[src/rtl/krsm_pkg.sv]
package krsm_pkg;

    localparam int INDEX_DEPTH = 256;
    localparam int HOLE_DEPTH  = 256;
    localparam int IDX_W       = $clog2(INDEX_DEPTH);
    localparam int HOLE_W      = $clog2(HOLE_DEPTH);
    localparam int ICNT_W      = $clog2(INDEX_DEPTH + 1);
    localparam int HCNT_W      = $clog2(HOLE_DEPTH + 1);
    localparam logic [10:0] REC_OVERHEAD = 11'd7;

    typedef enum logic [1:0] {
        CMD_ADD    = 2'd0,
        CMD_FIND   = 2'd1,
        CMD_DELETE = 2'd2,
        CMD_NONE   = 2'd3
    } cmd_t;

    typedef enum logic [2:0] {
        ST_OK        = 3'd0,
        ST_DUPLICATE = 3'd1,
        ST_NOT_FOUND = 3'd2,
        ST_INDEX_FULL = 3'd3,
        ST_HOLE_FULL = 3'd4,
        ST_STORE_FULL = 3'd5
    } status_t;

    typedef struct packed {
        logic [1:0]         cmd;
        logic signed [31:0] key;
        logic [9:0]         rec_len;
    } cmd_item_t;

    typedef struct packed {
        logic [2:0]  status;
        logic [31:0] offset;
        logic [10:0] size;
    } result_item_t;

    typedef struct packed {
        logic [31:0] key;
        logic [31:0] offset;
        logic [10:0] size;
    } entry_t;

    typedef struct packed {
        logic [31:0] offset;
        logic [10:0] size;
    } hole_t;

    typedef enum logic [3:0] {
        S_IDLE,
        S_SRCH_RD,
        S_SRCH_CMP,
        S_DECIDE,
        S_HOLE_RD,
        S_HOLE_CMP,
        S_HSHIFT_RD,
        S_HSHIFT_WR,
        S_HAPPEND,
        S_ISHIFT_RD,
        S_ISHIFT_WR,
        S_IWRITE,
        S_DSHIFT_RD,
        S_DSHIFT_WR,
        S_DONE
    } state_t;

endpackage

[src/rtl/krsm_seq.sv]
module krsm_seq (
    input  logic                          clk,
    input  logic                          rst_n,
    input  logic                          start,
    input  krsm_pkg::cmd_item_t           cmd_in,
    output logic                          busy,
    output logic                          done,
    output krsm_pkg::result_item_t        result,
    output logic                          ent_we,
    output logic [krsm_pkg::IDX_W-1:0]    ent_waddr,
    output krsm_pkg::entry_t              ent_wdata,
    output logic [krsm_pkg::IDX_W-1:0]    ent_raddr,
    input  krsm_pkg::entry_t              ent_rdata,
    output logic                          hole_we,
    output logic [krsm_pkg::HOLE_W-1:0]   hole_waddr,
    output krsm_pkg::hole_t               hole_wdata,
    output logic [krsm_pkg::HOLE_W-1:0]   hole_raddr,
    input  krsm_pkg::hole_t               hole_rdata
);

    localparam int IW = krsm_pkg::IDX_W;
    localparam int HW = krsm_pkg::HOLE_W;
    localparam int IC = krsm_pkg::ICNT_W;
    localparam int HC = krsm_pkg::HCNT_W;

    krsm_pkg::state_t state_reg, state_next;
    krsm_pkg::cmd_item_t item_reg, item_next;
    logic [IC-1:0] ecnt_reg, ecnt_next;
    logic [HC-1:0] hcnt_reg, hcnt_next;
    logic [31:0]   send_reg, send_next;
    logic [IC-1:0] lo_reg, lo_next, hi_reg, hi_next;
    logic          found_reg, found_next;
    logic [IC-1:0] pos_reg, pos_next;
    logic [IC-1:0] icur_reg, icur_next;
    logic [HC-1:0] hcur_reg, hcur_next;
    krsm_pkg::entry_t ent_reg, ent_next;
    logic [31:0]   place_reg, place_next;
    logic [10:0]   rest_reg, rest_next;
    krsm_pkg::result_item_t res_reg, res_next;
    logic          done_reg, done_next;

    logic [10:0] need;
    logic [IC-1:0] mid;
    logic [32:0] end_sum;
    logic signed [31:0] rkey;

    assign need    = {1'b0, item_reg.rec_len} + krsm_pkg::REC_OVERHEAD;
    assign mid     = lo_reg + ((hi_reg - lo_reg) >> 1);
    assign end_sum = {1'b0, send_reg} + {22'd0, need};
    assign rkey    = ent_rdata.key;

    assign busy   = (state_reg != krsm_pkg::S_IDLE);
    assign done   = done_reg;
    assign result = res_reg;

    always_ff @(posedge clk or negedge rst_n)
    begin
        if (!rst_n)
        begin
            state_reg <= krsm_pkg::S_IDLE;
            ecnt_reg  <= '0;
            hcnt_reg  <= '0;
            send_reg  <= '0;
            done_reg  <= 1'b0;
        end
        else
        begin
            state_reg <= state_next;
            ecnt_reg  <= ecnt_next;
            hcnt_reg  <= hcnt_next;
            send_reg  <= send_next;
            done_reg  <= done_next;
        end
    end

    always_ff @(posedge clk)
    begin
        item_reg  <= item_next;
        lo_reg    <= lo_next;
        hi_reg    <= hi_next;
        found_reg <= found_next;
        pos_reg   <= pos_next;
        icur_reg  <= icur_next;
        hcur_reg  <= hcur_next;
        ent_reg   <= ent_next;
        place_reg <= place_next;
        rest_reg  <= rest_next;
        res_reg   <= res_next;
    end

    always_comb
    begin
        state_next = state_reg;
        item_next  = item_reg;
        ecnt_next  = ecnt_reg;
        hcnt_next  = hcnt_reg;
        send_next  = send_reg;
        lo_next    = lo_reg;
        hi_next    = hi_reg;
        found_next = found_reg;
        pos_next   = pos_reg;
        icur_next  = icur_reg;
        hcur_next  = hcur_reg;
        ent_next   = ent_reg;
        place_next = place_reg;
        rest_next  = rest_reg;
        res_next   = res_reg;
        done_next  = 1'b0;
        ent_we     = 1'b0;
        ent_waddr  = icur_reg[IW-1:0];
        ent_wdata  = ent_rdata;
        ent_raddr  = mid[IW-1:0];
        hole_we    = 1'b0;
        hole_waddr = hcur_reg[HW-1:0];
        hole_wdata = hole_rdata;
        hole_raddr = hcur_reg[HW-1:0];

        unique case (state_reg)
            krsm_pkg::S_IDLE:
            begin
                if (start)
                begin
                    item_next  = cmd_in;
                    lo_next    = '0;
                    hi_next    = ecnt_reg;
                    found_next = 1'b0;
                    res_next   = '0;
                    state_next = krsm_pkg::S_SRCH_RD;
                end
            end
            krsm_pkg::S_SRCH_RD:
            begin
                // probe the middle of the window
                if (lo_reg < hi_reg)
                begin
                    state_next = krsm_pkg::S_SRCH_CMP;
                end
                else
                begin
                    pos_next   = lo_reg;
                    state_next = krsm_pkg::S_DECIDE;
                end
            end
            krsm_pkg::S_SRCH_CMP:
            begin
                ent_raddr = mid[IW-1:0];
                if (rkey == item_reg.key)
                begin
                    found_next = 1'b1;
                    pos_next   = mid;
                    ent_next   = ent_rdata;
                    state_next = krsm_pkg::S_DECIDE;
                end
                else
                begin
                    if (item_reg.key < rkey)
                    begin
                        hi_next = mid;
                    end
                    else
                    begin
                        lo_next = mid + 1'b1;
                    end
                    state_next = krsm_pkg::S_SRCH_RD;
                end
            end
            krsm_pkg::S_DECIDE:
            begin
                hcur_next  = '0;
                state_next = krsm_pkg::S_DONE;
                unique case (item_reg.cmd)
                    krsm_pkg::CMD_ADD:
                    begin
                        if (found_reg)
                        begin
                            res_next.status = krsm_pkg::ST_DUPLICATE;
                        end
                        else if (ecnt_reg >= IC'(krsm_pkg::INDEX_DEPTH))
                        begin
                            res_next.status = krsm_pkg::ST_INDEX_FULL;
                        end
                        else
                        begin
                            state_next = krsm_pkg::S_HOLE_RD;
                        end
                    end
                    krsm_pkg::CMD_FIND:
                    begin
                        if (found_reg)
                        begin
                            res_next.offset = ent_reg.offset;
                            res_next.size   = ent_reg.size;
                        end
                        else
                        begin
                            res_next.status = krsm_pkg::ST_NOT_FOUND;
                        end
                    end
                    krsm_pkg::CMD_DELETE:
                    begin
                        if (!found_reg)
                        begin
                            res_next.status = krsm_pkg::ST_NOT_FOUND;
                        end
                        else if (hcnt_reg >= HC'(krsm_pkg::HOLE_DEPTH))
                        begin
                            res_next.status = krsm_pkg::ST_HOLE_FULL;
                        end
                        else
                        begin
                            res_next.offset = ent_reg.offset;
                            res_next.size   = ent_reg.size;
                            hole_we          = 1'b1;
                            hole_waddr       = hcnt_reg[HW-1:0];
                            hole_wdata.offset = ent_reg.offset;
                            hole_wdata.size  = ent_reg.size;
                            hcnt_next        = hcnt_reg + 1'b1;
                            icur_next        = pos_reg;
                            state_next       = krsm_pkg::S_DSHIFT_RD;
                        end
                    end
                    default:
                    begin
                    end
                endcase
            end
            krsm_pkg::S_HOLE_RD:
            begin
                // first-fit walk, one hole per pass through the read and compare states
                if (hcur_reg < hcnt_reg)
                begin
                    state_next = krsm_pkg::S_HOLE_CMP;
                end
                else if (!end_sum[32])
                begin
                    place_next = send_reg;
                    send_next  = end_sum[31:0];
                    icur_next  = ecnt_reg;
                    state_next = krsm_pkg::S_ISHIFT_RD;
                end
                else
                begin
                    res_next.status = krsm_pkg::ST_STORE_FULL;
                    state_next      = krsm_pkg::S_DONE;
                end
            end
            krsm_pkg::S_HOLE_CMP:
            begin
                if (hole_rdata.size >= need)
                begin
                    place_next = hole_rdata.offset;
                    rest_next  = hole_rdata.size - need;
                    state_next = krsm_pkg::S_HSHIFT_RD;
                end
                else
                begin
                    hcur_next  = hcur_reg + 1'b1;
                    state_next = krsm_pkg::S_HOLE_RD;
                end
            end
            krsm_pkg::S_HSHIFT_RD:
            begin
                // close the gap left by the chosen hole
                if (hcur_reg + 1'b1 < hcnt_reg)
                begin
                    hole_raddr = HW'(hcur_reg + 1'b1);
                    state_next = krsm_pkg::S_HSHIFT_WR;
                end
                else
                begin
                    hcnt_next  = hcnt_reg - 1'b1;
                    state_next = krsm_pkg::S_HAPPEND;
                end
            end
            krsm_pkg::S_HSHIFT_WR:
            begin
                hole_we    = 1'b1;
                hole_wdata = hole_rdata;
                hcur_next  = hcur_reg + 1'b1;
                state_next = krsm_pkg::S_HSHIFT_RD;
            end
            krsm_pkg::S_HAPPEND:
            begin
                if (rest_reg != 11'd0)
                begin
                    hole_we           = 1'b1;
                    hole_waddr        = hcnt_reg[HW-1:0];
                    hole_wdata.offset = place_reg + {21'd0, need};
                    hole_wdata.size   = rest_reg;
                    hcnt_next         = hcnt_reg + 1'b1;
                end
                icur_next  = ecnt_reg;
                state_next = krsm_pkg::S_ISHIFT_RD;
            end
            krsm_pkg::S_ISHIFT_RD:
            begin
                // open a slot at the insert position, walking down from the top
                if (icur_reg > pos_reg)
                begin
                    ent_raddr  = IW'(icur_reg - 1'b1);
                    state_next = krsm_pkg::S_ISHIFT_WR;
                end
                else
                begin
                    state_next = krsm_pkg::S_IWRITE;
                end
            end
            krsm_pkg::S_ISHIFT_WR:
            begin
                ent_we     = 1'b1;
                ent_wdata  = ent_rdata;
                icur_next  = icur_reg - 1'b1;
                state_next = krsm_pkg::S_ISHIFT_RD;
            end
            krsm_pkg::S_IWRITE:
            begin
                ent_we           = 1'b1;
                ent_waddr        = pos_reg[IW-1:0];
                ent_wdata.key    = item_reg.key;
                ent_wdata.offset = place_reg;
                ent_wdata.size   = need;
                ecnt_next        = ecnt_reg + 1'b1;
                res_next.offset  = place_reg;
                res_next.size    = need;
                state_next       = krsm_pkg::S_DONE;
            end
            krsm_pkg::S_DSHIFT_RD:
            begin
                if (icur_reg + 1'b1 < ecnt_reg)
                begin
                    ent_raddr  = IW'(icur_reg + 1'b1);
                    state_next = krsm_pkg::S_DSHIFT_WR;
                end
                else
                begin
                    ecnt_next  = ecnt_reg - 1'b1;
                    state_next = krsm_pkg::S_DONE;
                end
            end
            krsm_pkg::S_DSHIFT_WR:
            begin
                ent_we     = 1'b1;
                ent_wdata  = ent_rdata;
                icur_next  = icur_reg + 1'b1;
                state_next = krsm_pkg::S_DSHIFT_RD;
            end
            krsm_pkg::S_DONE:
            begin
                done_next  = 1'b1;
                state_next = krsm_pkg::S_IDLE;
            end
            default:
            begin
                state_next = krsm_pkg::S_IDLE;
            end
        endcase
    end

    a_cnt_range: assert property (@(posedge clk) disable iff (!rst_n)
        ecnt_reg <= IC'(krsm_pkg::INDEX_DEPTH) && hcnt_reg <= HC'(krsm_pkg::HOLE_DEPTH))
        else $error("count out of range");
    a_done_pulse: assert property (@(posedge clk) disable iff (!rst_n)
        done_reg |=> !done_reg)
        else $error("done longer than one cycle");
    a_done_idle: assert property (@(posedge clk) disable iff (!rst_n)
        done_reg |-> state_reg == krsm_pkg::S_IDLE)
        else $error("done while busy");
    a_store_grow: assert property (@(posedge clk) disable iff (!rst_n)
        send_reg >= $past(send_reg) || $past(!rst_n))
        else $error("store end shrank");
    a_err_zero: assert property (@(posedge clk) disable iff (!rst_n)
        done_reg && res_reg.status != krsm_pkg::ST_OK |-> res_reg.size == 11'd0)
        else $error("size on error result");

endmodule
[config.mk]
export PLATFORM = sky130hd
export DESIGN_NAME = krsm_seq
export DESIGN_NICKNAME = d
export VERILOG_FILES = /design/src/rtl/krsm_pkg.sv /design/src/rtl/krsm_seq.sv
export SDC_FILE = /design/constraint.sdc
export NUM_CORES = 1
export LEC_CHECK = 0
export ABC_CLOCK_PERIOD_IN_PS = 8500
export CORE_MARGIN = 4
export CORE_UTILIZATION = 35
export DETAILED_ROUTE_END_ITERATION = 8
export DONT_BUFFER_PORTS = 1
export HOLD_SLACK_MARGIN = 0.05
export MAX_ROUTING_LAYER = met4
export PLACE_DENSITY_LB_ADDON = 0.25
export SYNTH_ARGS = -nofsm -noshare
export SYNTH_HDL_FRONTEND = slang
export SYNTH_SLANG_ARGS = --single-unit
[constraint.sdc]
create_clock -name clk -period 8.5 [get_ports clk]
set_input_delay 1.275 -clock clk [delete_from_list [all_inputs] [get_ports clk]]
set_output_delay 1.275 -clock clk [all_outputs]
set_load 0.05 [all_outputs]
# Yosys cells after proc, flatten, opt, wreduce, memory -nomap -nowiden
# Index checks and enable logic that the tools add are counted.
[totals] word_cells=206 inputBits=165 out_inout_bits=200 ff_bits=277
[classes] order_cmp=9 bitwise_logic=2 n_addsub=14 reduce_logical=30 muxes=88 n_eq_ne=42
[ops] cell="$mux 43" n=7
[ops] cell="$mux 9" n=20
[ops] cell="$pmux 43 s2" n=2
[ops] cell="$pmux 43 s3" n=1
[ops] cell="$mux 32" n=3
[ops] cell="$mux 75" n=1
[ops] cell="$mux 8" n=9
[ops] cell="$pmux 9 s2" n=4
[ops] cell="$pmux 32 s2" n=1
[ops] cell="$pmux 9 s3" n=2
[ops] cell="$pmux 4 s13" n=1
[ops] cell="$mux 46" n=1
[ops] cell="$add 9x1->9 const B" n=5
[ops] cell="$pmux 9 s5" n=1
[ops] cell="$lt 9x9->1" n=4
[ops] cell="$add 32x11->33" n=1
[ops] cell="$add 32x11->32" n=1
[ops] cell="$eq 32x32->1" n=1
[ops] cell="$lt 32x32->1" n=1
[ops] cell="$ne 2x2->1 const B" n=16
[ops] cell="$pmux 8 s2" n=2
[ops] cell="$eq 4x4->1 const B" n=7
[ops] cell="$sub 9x1->9 const B" n=3
[ops] cell="$mux 3" n=8
[ops] cell="other kinds (39)" n=83

# Longest topological paths before layout
# Gate-level depths: netlist of the first run.
[depth] word_depth=6 depth_mapped=16 mapped_depth_nobuf=16

# Least setup slack after synthesis of the first run
# Ideal clock, no wire load.
[synth_path] path_kind="input to register" startpoint="input port ent_rdata[74] (netlist bit)" endpoint="register ent_reg[0] (netlist bit), enable pin" n_path_buf=0 path_slack_ns=1.649 stages=6 t_arrival_ns=6.300 cell_sequence="inv_1 > ha_1 > nand4_1 > nor3_1 > nand4_1 > nor4_1"
[synth_via] elab_chain_cells=2
[synth_rtl] item="start, declared" line_no="krsm_seq.sv:13" rtl="input krsm_pkg::entry_t ent_rdata,"
[synth_rtl] item="$eq 32x32->1" line_no="krsm_seq.sv:147" rtl="if (rkey == item_reg.key)"
[synth_rtl] item="$reduce_and 2->1 (no source line)"
[synth_rtl] item="end signal, assigned" line_no="krsm_seq.sv:85" rtl="ent_reg <= ent_next;"
[synth_rtl] item="end, declared" line_no="krsm_seq.sv:36" rtl="krsm_pkg::entry_t ent_reg, ent_next;"
# Every way passes these cells.
# A chain may end at the register's enable or synchronous reset.

==> flow_summary.ini, run 1 <==
[routing]
dr.first_iter.drc_count = 1105
vias = 14625
viasPerCell = 5.576
drtPass1Iterations = 6
wirelength_um = 58180
wl_per_cell_um = 22.18
drc = 0
final_antenna_net_count = 0

[clock_network]
post_cts_resized = 0
clockRootBuffer = clkbuf_16
cts_buffer_depth = 3
htreeDepth = 2
insertion_delay_ns = 0.56
post_cts_buffers = 0
cts_tree = yes
cts.clk_slew.worst_paths_ns = 0.06
cts_hold_buf = 0
cts_buffers = 37
cts.sinks = 277

[final_layout]
instances_no_fill = 2623
drive_gt1_share_pct = 7.585
area_delta_synth_final_pct = 11.78
utilization_pct = 39.62
fillCellCount = 5101
largest_reg_flops = 46
multiInputGateArea_sq_um = 9525
seq_area_sq_um = 8043
nets = 2217

[yosys]
synth-edff-count = 222
yosysSeqAreaShare_pct = 44.05
syn_inst = 1905
yosysTopAreaCell = edfxtp_1
synth_area_leaders = edfxtp_1 (37%), ha_1 (9.3%), dfrtp_1 (7.5%), nand2_1 (6.7%), o21ai_0 (4.1%)
ys_top_cells_by_count = nand2_1 (324), edfxtp_1 (222), o21ai_0 (150), ha_1 (135), inv_1 (128)
synth.most_common_cell = nand2_1
synth_top_area_share_pct = 36.51
yosys_warnings = 0
ys_types = 82
synth_area_per_cell_sq_um = 9.585
synth_fp_nets = 2212
synth_area_sq_um = 18260
async_reset_ff_share_pct = 19.86
ys_seq_elements = 277
synth-main-ff-cell = edfxtp_1

[global_routing]
track_usage_pct = 20.55
antenna_found_initial = 5
grt_overflow = 0
grt_max_degree = 71
grt_first_pass_wirelength_um = 87910
grt_pass1_vias = 14353

[die]
die_w_um = 236.4
io_pins = 365
core.rowCount = 83
start_util_pct = 35.45
coreArea_sq_um = 51510
die_area_sq_um = 55890
die_h_um = 236.4

[power_and_ir_drop]
p_leak_nw = 8.445
powerDensity_nw_per_um2 = 400.6
p_sw_share_pct = 52.25
p_comb_share_pct = 51.9
vdd_ir_drop_max_uv = 194.4
power_switching_w = 0.004272
intPower_w = 0.003903
p_clk_share_pct = 19.7
seq_power_share_pct = 28.4

[sta]
hold_violations = 0
layout_min_cycle_time_ns = 6.331
slew_viol_final = 0
slew_headroom_pct = 15.06
tightest_slew_ns = 1.266
setup-violations-final = 0
tns_ns = 0
fmax_mhz = 158.0
skew_ns = 0.01776
rsz0062_at_grt = false
post-route-period-util_pct = 74.48

[setup_path]
required_ns = 7.22
crit_fanout = 9
critical_path_class = flip-flop to output pin
timing.rr.start = item_reg[0]
critPathCaptureType = output pin
worstPathArrival_ns = 5.06
r2r_setup_slack_ns = 3.59
cp-start-kind = flip-flop
setup.worst_path.start = item_reg[0]
r2r_cells = 14

[placed_design]
dp.cells = 2551
io_buffers = 0
gp_congestion = 0.9251
dp_hpwl_um = 44530

[job]
cap_violations = 0

[status]
status = finished, final reports clean

[worst_hold_path]
holdCritPathClass = input pin to async pin
worst max-delay path, stage by stage, from the launching register on:
cell and delay [ns]:
edfxtp_1 0.48, inv_1 0.18, ha_1 0.20, nand2b_1 0.08, nand2_1 0.08, xor2_1 0.38, inv_1 0.15, ha_1 0.35
o21ai_0 0.13, o21ai_1 0.14, a2111oi_0 0.67, o31a_1 0.58, nand2b_1 0.23, mux2i_1 0.09, o21ai_1 0.76
cell usage in the layout, fill, tap and decap left out, types with 11 or more instances in the layout:
| cell | netlist | layout |
|---|---|---|
| nor3_1 | 38 | 37 |
| nor2_1 | 120 | 116 |
| a22oi_1 | 25 | 25 |
| a222oi_1 | 13 | 13 |
| edfxtp_1 | 222 | 222 |
| ha_1 | 135 | 135 |
| and3_1 | 15 | 15 |
| xor2_1 | 58 | 58 |
| o21ai_0 | 150 | 75 |
| a211oi_1 | 15 | 15 |
| nand3_1 | 46 | 45 |
| buf_4 | 0 | 32 |
| nor4_1 | 18 | 17 |
| clkbuf_16 | 0 | 38 |
| a21o_1 | 40 | 40 |
| a221o_1 | 13 | 13 |
| nand2b_1 | 13 | 13 |
| o21a_1 | 15 | 15 |
| nor2b_1 | 23 | 23 |
| o211ai_1 | 11 | 11 |
| nand2_1 | 324 | 324 |
| nand4_1 | 32 | 32 |
| o21ai_1 | 7 | 82 |
| xnor2_1 | 69 | 69 |
| a21oi_1 | 75 | 75 |
| mux2_2 | 34 | 34 |
| inv_1 | 128 | 127 |
| dfrtp_1 | 55 | 55 |
final timing paths:
| kind | to |
|---|---|
| setup / recovery | hole_wdata[25] |
| hold / removal | send_reg[6] |
| setup reg to reg | place_reg[28] |
| hold reg to reg | send_reg[24] |
| max in group asynchronous | ecnt_reg[6] |
| min in group clk | send_reg[24] |
cell families after synthesis:
family                   count (synthesis)  synth area share, %
AO/OA/AOI/OAI                          439                15.79
XOR/XNOR                               129                6.304
buffers and inverters                  195                4.112
AND/OR/NAND/NOR                        673                16.69
multiplexers                            50                3.036
adder cells (fa/ha/maj)                142                10.02
flip-flops                             277                44.05
metrics by stage:
step / setup slack, ns / hold slack, ns / instance area, sq um / power, W
after global placement: 2.854 / 0.5115 / 19150 / 0.006532
after floorplan: 1.649 / 0.4516 / 18260 / 0.005597
after detailed placement: 2.766 / 0.5100 / 19150 / 0.006588
after CTS: 2.136 / 0.3764 / 20400 / 0.008237
after global routing: 1.863 / 0.3868 / 20410 / 0.008634
final: 2.169 / 0.4161 / 20410 / 0.008175
routing by layer:
layer  wire length [um]  vias up  track usage [%]
met5                  0        -                -
met2              27600      564            33.51
met3               4494       83            5.027
met4               1554        0            6.228
met1              24530     7022            25.37
li1                   -     6956                -
final cells by class:
type                    instances  area share, %
well taps                     680          4.169
repair buffers                 32          1.177
clock inverters                23          1.349
diodes                          5        0.06130
flip-flops and latches        277          39.41
clock buffers                  44          4.769
multi-input cells            1433          46.67
inverters                     129          2.397
power groups by stage:
stage / sequential, W / combinational [W] / clock (W)
after floorplan: 0.00219 / 0.00340 / 0
after global placement: 0.00234 / 0.00419 / 0
after detailed placement: 0.00234 / 0.00425 / 0
after CTS: 0.00232 / 0.00426 / 0.00166
after global routing: 0.00235 / 0.00457 / 0.00171
final: 0.00232 / 0.00424 / 0.00161
Power figures use the tool's default switching activity.
==> run 2, diff against run 1 <==
--- a/config.mk
+++ b/config.mk
@@ -5,7 +5,7 @@
 export SDC_FILE = /design/constraint.sdc
 export NUM_CORES = 1
 export LEC_CHECK = 0
-export ABC_CLOCK_PERIOD_IN_PS = 8500
+export ABC_CLOCK_PERIOD_IN_PS = 5200
 export CORE_MARGIN = 4
 export CORE_UTILIZATION = 35
 export DETAILED_ROUTE_END_ITERATION = 8
==> constraint.sdc (replaced) <==
create_clock -name clk -period 5.2 [get_ports clk]
set_input_delay 0.78 -clock clk [delete_from_list [all_inputs] [get_ports clk]]
set_output_delay 0.78 -clock clk [all_outputs]
set_load 0.05 [all_outputs]
==> flow_summary.ini, run 2 (synthesized netlist as in run 1, its figures left out) <==
[routing]
vias = 14950
viasPerCell = 5.578
drtPass1Iterations = 6
wl_per_cell_um = 22.55
wirelength_um = 60430
drc = 0
dr.first_iter.drc_count = 1157
final_antenna_net_count = 0

[placed_design]
dpl_cell_area_sq_um = 19580
gp_congestion = 0.9335
dp_hpwl_um = 45970
io_buffers = 0
dpl_worst_slack_ns = 0.4425

[setup_path]
worstPathArrival_ns = 4.20
crit_path_cell_trace = o311ai_4 -> nor2_1 -> xnor2_1 -> inv_1 -> ha_1 -> a21o_1 -> a21oi_1 -> nand2b_1 -> o21ai_0 -> a311oi_1 -> a221o_1
cp-start-kind = flip-flop
critPathCaptureType = output pin
crit_fanout = 6
critical_path_class = flip-flop to output pin
required_ns = 4.42
max_stage_delay_ns = 0.51
cp_slowest_cell = a221o_1

[power_and_ir_drop]
p_sw_share_pct = 51.55
intPower_w = 0.006694
powerDensity_nw_per_um2 = 659.7
p_leak_nw = 8.761
vdd_ir_drop_max_uv = 335.0
p_comb_share_pct = 53.7
seq_power_share_pct = 27.1
p_clk_share_pct = 19.2
power_switching_w = 0.007122

[global_routing]
antenna_found_initial = 6
grt_first_pass_wirelength_um = 90280
grt_pass1_vias = 14935
grt_overflow = 0
track_usage_pct = 21.23
grt_max_degree = 56

[die]
start_util_pct = 35.45
core.rowCount = 83
io_pins = 365
coreArea_sq_um = 51510
die_h_um = 236.4
die_w_um = 236.4
die_area_sq_um = 55890

[clock_network]
htreeDepth = 2
clockRootBuffer = clkbuf_16
cts_buffer_depth = 3
insertion_delay_ns = 0.57
cts.sinks = 277
cts.clk_slew.worst_paths_ns = 0.06
cts_buffers = 37
cts_tree = yes

[sta]
worst_hold_slack_ns = 0.07603
tns_ns = 0
fmax_mhz = 200.8
hold_violations = 0
post-route-period-util_pct = 95.77
skew_ns = 0.01853
worst_slack_ns = 0.2202
slew_viol_final = 0
setup-violations-final = 0
layout_min_cycle_time_ns = 4.980
rsz0062_at_grt = false
slew_headroom_pct = 15.27
tightest_slew_ns = 1.262

[final_layout]
largest_reg_flops = 46
final_common_cell = nand2_1
design_area_sq_um = 20940
area_delta_synth_final_pct = 14.69
drive_gt1_share_pct = 10.78
nets = 2273
final_cell_mix = nand2_1 (324), edfxtp_1 (222), ha_1 (135), inv_1 (126), nor2_1 (116)

[status]
status = finished, final reports clean

[worst_hold_path]
holdCritPathClass = input pin to async pin

[job]
cap_violations = 0
-- run 2: cell types whose count changed in the layout (fill, tap and decap cells not counted), sizes merged --
cell / change
buf: +55
bufinv: -1
clkbuf: +2
diode: +1
o31a: +1
clkinv: -1
-- run 2: layout make-up --
| cell class | instances | area, sq um |
|---|---|---|
| fill | 5081 | 30570 |
| multi-input combinational | 1434 | 9589 |
| sequential | 277 | 8043 |
| clock buffer | 46 | 1021 |
| tap | 680 | 850.8 |
| timing repair buffer | 87 | 698.2 |
| inverter | 129 | 489.2 |
| clock inverter | 21 | 235.2 |
| antenna | 6 | 15.01 |
-- run 2: per-stage QoR --
stage	instances	utilization, %	power, W
finish	2680	40.66	0.01382
global route	2680	40.66	0.01461
CTS	2672	40.51	0.01389
detailed placement	2604	38.01	0.01115
global placement	2604	38.01	0.01109
floorplan	1905	-	0.009149
-- run 2: routing by layer --
metal | GRT usage [%] | vias to the layer above | share of wire [%]
li1 | - | 7060 | -
met1 | 25.42 | 7213 | 41
met2 | 35.00 | 567 | 49
met3 | 5.285 | 110 | 7.6
met4 | 7.431 | 0 | 3.0
met5 | - | - | 0
-- run 2: path summary, 6_finish.rpt --
check / depth (start not counted) / start / slack [ns] / to
setup / recovery: 11 / item_reg[2] / 0.22 / hole_wdata[20]
hold / removal: 1 / rst_n / 0.08 / send_reg[22]
setup reg to reg: 12 / item_reg[0] / 0.82 / place_reg[28]
hold reg to reg: 1 / send_reg[24] / 0.52 / send_reg[24]
max in group asynchronous: 1 / rst_n / 4.82 / hcnt_reg[5]
min in group clk: 0 / cmd_in[9] / 0.31 / item_reg[9]
-- run 2: power by group through the flow --
stage / sequential (W) / clock (W) / combinational, W
after floorplan: 0.00359 / 0 / 0.00556
after global placement: 0.00377 / 0 / 0.00732
after detailed placement: 0.00378 / 0 / 0.00737
after CTS: 0.00374 / 0.00273 / 0.00742
after global routing: 0.00378 / 0.00282 / 0.00800
final: 0.00374 / 0.00265 / 0.00742
-- run 2: repair_timing --
action                                  CTS  global route
gates resized for setup                   2            14
buffers inserted                          0             1
cloned                                    0             1
pin swaps                                 0             2
endpoints found under the setup margin   10            20
hold buffers                              1             0
hold endpoints to repair                 55             0
-- run 2: critical path: cells and delay by family, from the launching register on --
| kind | cells | cell delay, ns |
|---|---|---|
| flops | 1 | 0.48 |
| buf+inv | 1 | 0.17 |
| fa+ha+maj | 1 | 0.39 |
| xor+xnor | 1 | 0.45 |
| compound gates | 6 | 1.86 |
| simple gates | 2 | 0.29 |
